## src/sv/brf_pkg.sv

```systemverilog
`timescale 1ns / 1ps

package brf_pkg;

    localparam int STEP_W = 4;
    localparam int OP_W   = 4;
    localparam int HOLD_W = 3;
    localparam int JMP_W  = 3;

    // datapath operations
    localparam logic [OP_W-1:0] OP_NONE      = 4'd0;
    localparam logic [OP_W-1:0] OP_CLEAR     = 4'd1;
    localparam logic [OP_W-1:0] OP_ACCEPT    = 4'd2;
    localparam logic [OP_W-1:0] OP_ORDER     = 4'd3;
    localparam logic [OP_W-1:0] OP_LOAD      = 4'd4;
    localparam logic [OP_W-1:0] OP_CLIP      = 4'd5;
    localparam logic [OP_W-1:0] OP_INIT      = 4'd6;
    localparam logic [OP_W-1:0] OP_WRITE     = 4'd7;
    localparam logic [OP_W-1:0] OP_NEXT_PASS = 4'd8;
    localparam logic [OP_W-1:0] OP_RD_ISSUE  = 4'd9;
    localparam logic [OP_W-1:0] OP_OUT_LOAD  = 4'd10;

    // stay on the current step while the condition holds
    localparam logic [HOLD_W-1:0] H_NONE     = 3'd0;
    localparam logic [HOLD_W-1:0] H_NO_IN    = 3'd1;
    localparam logic [HOLD_W-1:0] H_CLR_BUSY = 3'd2;
    localparam logic [HOLD_W-1:0] H_PIX_BUSY = 3'd3;
    localparam logic [HOLD_W-1:0] H_OUT_BUSY = 3'd4;

    // jump conditions
    localparam logic [JMP_W-1:0] J_NONE   = 3'd0;
    localparam logic [JMP_W-1:0] J_ALWAYS = 3'd1;
    localparam logic [JMP_W-1:0] J_READ   = 3'd2;
    localparam logic [JMP_W-1:0] J_EMPTY  = 3'd3;
    localparam logic [JMP_W-1:0] J_BORDER = 3'd4;

    // program steps
    localparam logic [STEP_W-1:0] STEP_CLEAR     = 4'd0;
    localparam logic [STEP_W-1:0] STEP_IDLE      = 4'd1;
    localparam logic [STEP_W-1:0] STEP_ORDER     = 4'd2;
    localparam logic [STEP_W-1:0] STEP_LOAD      = 4'd3;
    localparam logic [STEP_W-1:0] STEP_CLIP      = 4'd4;
    localparam logic [STEP_W-1:0] STEP_INIT      = 4'd5;
    localparam logic [STEP_W-1:0] STEP_WRITE     = 4'd6;
    localparam logic [STEP_W-1:0] STEP_NEXT_PASS = 4'd7;
    localparam logic [STEP_W-1:0] STEP_DONE      = 4'd8;
    localparam logic [STEP_W-1:0] STEP_RD        = 4'd9;
    localparam logic [STEP_W-1:0] STEP_RD_OUT    = 4'd10;

    localparam logic [0:0] REG_CANVAS_WIDTH  = 1'd0;
    localparam logic [0:0] REG_CANVAS_HEIGHT = 1'd1;

    localparam logic [8:0]  CANVAS_RESET = 9'd256;
    localparam logic [23:0] PIXEL_WHITE  = 24'hFFFFFF;
    localparam logic [23:0] PIXEL_BLACK  = 24'h000000;

    typedef struct packed {
        logic [OP_W-1:0]   op;
        logic [HOLD_W-1:0] hold;
        logic [JMP_W-1:0]  jmp;
        logic [STEP_W-1:0] target;
    } ucode_t;

    typedef struct packed {
        logic in_valid;
        logic is_read;
        logic clr_last;
        logic pix_last;
        logic out_busy;
        logic empty;
        logic border;
    } brf_flags_t;

    function automatic ucode_t ucode_rom(input logic [STEP_W-1:0] step);
        ucode_t w;
        case (step)
            STEP_CLEAR:     w = '{OP_CLEAR,     H_CLR_BUSY, J_NONE,   STEP_IDLE};
            STEP_IDLE:      w = '{OP_ACCEPT,    H_NO_IN,    J_READ,   STEP_RD};
            STEP_ORDER:     w = '{OP_ORDER,     H_NONE,     J_NONE,   STEP_IDLE};
            STEP_LOAD:      w = '{OP_LOAD,      H_NONE,     J_NONE,   STEP_IDLE};
            STEP_CLIP:      w = '{OP_CLIP,      H_NONE,     J_NONE,   STEP_IDLE};
            STEP_INIT:      w = '{OP_INIT,      H_NONE,     J_EMPTY,  STEP_NEXT_PASS};
            STEP_WRITE:     w = '{OP_WRITE,     H_PIX_BUSY, J_NONE,   STEP_IDLE};
            STEP_NEXT_PASS: w = '{OP_NEXT_PASS, H_NONE,     J_BORDER, STEP_LOAD};
            STEP_DONE:      w = '{OP_NONE,      H_NONE,     J_ALWAYS, STEP_IDLE};
            STEP_RD:        w = '{OP_RD_ISSUE,  H_NONE,     J_NONE,   STEP_IDLE};
            STEP_RD_OUT:    w = '{OP_OUT_LOAD,  H_OUT_BUSY, J_ALWAYS, STEP_IDLE};
            default:        w = '{OP_NONE,      H_NONE,     J_ALWAYS, STEP_IDLE};
        endcase
        return w;
    endfunction

endpackage

```

## src/sv/brf_ucode.sv

```systemverilog
`timescale 1ns / 1ps

module brf_ucode (
    input  logic                clk,
    input  logic                rst_n,
    input  brf_pkg::brf_flags_t flags,
    output brf_pkg::ucode_t     word
);

    logic [brf_pkg::STEP_W-1:0] step_reg;
    logic [brf_pkg::STEP_W-1:0] step_next;
    logic                       hold_hit;
    logic                       jmp_hit;

    assign word = brf_pkg::ucode_rom(step_reg);

    always_comb
    begin
        case (word.hold)
            brf_pkg::H_NO_IN:    hold_hit = !flags.in_valid;
            brf_pkg::H_CLR_BUSY: hold_hit = !flags.clr_last;
            brf_pkg::H_PIX_BUSY: hold_hit = !flags.pix_last;
            brf_pkg::H_OUT_BUSY: hold_hit = flags.out_busy;
            default:             hold_hit = 1'b0;
        endcase
        case (word.jmp)
            brf_pkg::J_ALWAYS: jmp_hit = 1'b1;
            brf_pkg::J_READ:   jmp_hit = flags.is_read;
            brf_pkg::J_EMPTY:  jmp_hit = flags.empty;
            brf_pkg::J_BORDER: jmp_hit = flags.border;
            default:           jmp_hit = 1'b0;
        endcase
        if (hold_hit)
        begin
            step_next = step_reg;
        end
        else if (jmp_hit)
        begin
            step_next = word.target;
        end
        else
        begin
            step_next = step_reg + 1'b1;
        end
    end

    always_ff @(posedge clk or negedge rst_n)
    begin
        if (!rst_n)
        begin
            step_reg <= brf_pkg::STEP_CLEAR;
        end
        else
        begin
            step_reg <= step_next;
        end
    end

endmodule

```

## config.mk

```make
export PLATFORM = sky130hd
export DESIGN_NAME = brf_ucode
export DESIGN_NICKNAME = d
export VERILOG_FILES = /design/src/sv/brf_pkg.sv /design/src/sv/brf_ucode.sv
export SDC_FILE = /design/constraint.sdc
export NUM_CORES = 1
export LEC_CHECK = 0
export ABC_AREA = 1
export BUFFER_PORTS_ARGS = -buffer_cell sky130_fd_sc_hd__buf_2
export CORE_AREA = 2 2 39 41
export DETAILED_ROUTE_END_ITERATION = 8
export DIE_AREA = 0 0 41 43
export MAX_ROUTING_LAYER = met4
export PLACE_DENSITY = 0.72
export SYNTH_ARGS = -nofsm -noshare
export SYNTH_HDL_FRONTEND = slang
export SYNTH_SLANG_ARGS = --single-unit
export TNS_END_PERCENT = 5
```

## constraint.sdc

```tcl
create_clock -name clk -period 3 [get_ports clk]
set_clock_uncertainty 0.2 [all_clocks]
set_input_delay 0.45 -clock clk [delete_from_list [all_inputs] [get_ports clk]]
set_output_delay 0.45 -clock clk [all_outputs]
set_load 0.02 [all_outputs]
```

==> results.cfg <==
[timing]
setup_ws_ps = 675.8
timing.final.hold_violations = 0
drv_slew = 0
finalSetupViolCount = 0
finalCriticalPeriod_ps = 2324
fmax_ghz = 0.4303
tns_ps = 0
rsz0062_at_grt = no
min_period_over_period = 0.7747
whs_ps = 296.0

[min_path]
min_to = step_reg[3]
hp-class = input port to register
hp-start = flags[2]
hold_depth = 3

[finish]
drive_above_1_share = 0.3738
final_common_cell = buf_2
largest_reg_flops = 4
multi_input_area_um2 = 396.6
regArea_um2 = 100.1
antennaDiodeCount = 0
layout_common_cells = buf_2 (21), nand2_1 (20), inv_1 (10), nand3_1 (10), nor2_1 (7)
fillers = 141
instances_no_fill = 123
nets = 124
synthToLayoutAreaGrowth_pct = 25.22

[global_routing]
track_usage = 0.1822
gr-usage-met1 = 0.1738
grt_pass1_wl_um = 2090
grt_start_max_net_pins = 11
grt-ovfl-total = 0
grt_use_met2 = 0.3063
use_met3 = 0.05236
first_global_vias = 561
top_usage_layer = met2
antenna_found_initial = 0

[logic_synthesis]
yosys_warnings = 0
synth_fa_ha_area_frac = 0.1327
syn_inst = 84
ys_ff_latch = 4
synthSimpleGateAreaFrac = 0.4447
synthMuxAreaShare = 0
ys_top_cells_by_area = dfrtp_1 (18%), ha_1 (13%), nand2_1 (13%)
synth_top_area_frac = 0.1770
avgSynthCellArea_um2 = 6.733
syn_nets = 99
syn_area_um2 = 565.5
yosysSeqAreaShare = 0.1770
synth_xor_xnor_area_share = 0.01549
synthDistinctLibCells = 25
synth_largest_area_cell = dfrtp_1
synth_top_family_by_area = simple AND/OR/NAND/NOR gates
synth_compound_area_frac = 0.1018

[run]
drv_cap = 0

[clocking]
ctsResizeCount = 0
cts_sinks = 4
htreeDepth = 1
clk_pin_slew_ps = 40
cts-root-buf = clkbuf_4
cts_tree = built
cts_buffer_depth = 2
insertion_delay_ps = 230
cts_buffers = 3

[routing]
dr.first_iter.drc_count = 15
drt-total-wl_um = 1325
wire_per_inst_um = 10.77
dr_total_vias = 601
via_per_inst = 4.886
drc = 0
drt_pass1_iterations = 4
ant_nets = 0

[pwr]
fin_total_pwr_uw = 896.3
p_leak_uw = 0.0004343
powerDensity_nw_per_um2 = 1266
ir_drop_mv = 0.5064

[floorplan]
io_pins = 23
core.rowCount = 14
core-area_um2 = 1384
die-height_um = 43
start_util = 0.4087
die_w_um = 41
dieArea_um2 = 1763

[critical_path]
critical_path.max_fanout = 6
cp-end-kind = output port
startpoint_type = register
rr_endpoint = step_reg[0]
r2r_cells = 9
crit_required_ps = 2350
worstPathArrival_ps = 1670
r2r-start = step_reg[1]
crit_type = register to output port
ff2ff_setup_slack_ps = 1170

[place]
globalplace.congestion = 0.8164
dpl.hpwl_um = 1130
dp_slack_ps = 918.3
dp.cells = 119
io_buffers = 21

[outcome]
run_status = finished, final reports clean
## per-layer routing
layer	vias up	share of wire
met3	4	0.042
met4	0	0.023
met1	263	0.41
met5	-	0
met2	16	0.52
li1	318	-
## report_power, final
group	internal, uW	total, uW	switching, uW
clock	44.5	63.4	18.9
combinational	240	704	464
sequential	81.2	129	48.2
## worst max-delay path: stages (launching register included)
cell,delay (ps)
dfrtp_1,400
inv_1,100
ha_1,290
nand2_1,140
nor2_1,70
or2_2,280
buf_2,160
## area by class of cell
| type | count | share of cell area |
|---|---|---|
| Multi-Input combinational cell | 65 | 0.5601 |
| Tap cell | 16 | 0.02827 |
| Clock buffer | 3 | 0.03180 |
| Timing Repair Buffer | 22 | 0.1625 |
| Inverter | 13 | 0.07597 |
| Sequential cell | 4 | 0.1413 |
## cell families after synthesis
kind of cell,count (synthesis)
compound gates,7
xor+xnor,1
fa+ha+maj,6
buf+inv,15
flops,4
other cells,1
simple gates,50
## repair_timing
action	in CTS	in global routing
hold buffers	1	0
endpoints found under the hold margin	4	0
buffers inserted	0	0
## synthesized netlist by cell type
library cell   n
nand4_1        2
nand3_2        1
dfrtp_1        4
a21oi_2        1
nor2_1         7
nor2_2         2
a21oi_4        1
inv_1         10
buf_4          2
nand2_4        2
inv_4          2
conb_1         1
a211oi_1       1
a311oi_1       1
o21ai_0        1
nand2_2        4
inv_2          1
nor2_4         1
or2_2          1
ha_1           6
o21ai_1        1
nand3_1       10
xor2_1         1
o22ai_1        1
nand2_1       20
## stage by stage
step                      cell area (um^2)  utilization
final                                708.2       0.5118
after global routing                 708.2       0.5118
after CTS                            708.2       0.5118
after detailed placement             675.6       0.4882
after global placement               675.6       0.4882
after floorplan                      565.5            -
## how the worst max path moves through the flow
| stage | slack, ps | start | to | cells after the start |
|---|---|---|---|---|
| after detailed placement | 920 | step_reg[1] | word[4] | 6 |
| final | 680 | step_reg[1] | word[4] | 6 |
| after CTS | 670 | step_reg[1] | word[4] | 6 |
| after floorplan | 850 | step_reg[1] | word[4] | 5 |
| after global routing | 530 | step_reg[1] | word[4] | 6 |
| after global placement | 970 | step_reg[1] | word[4] | 6 |
(Power assumes the default switching activity.)
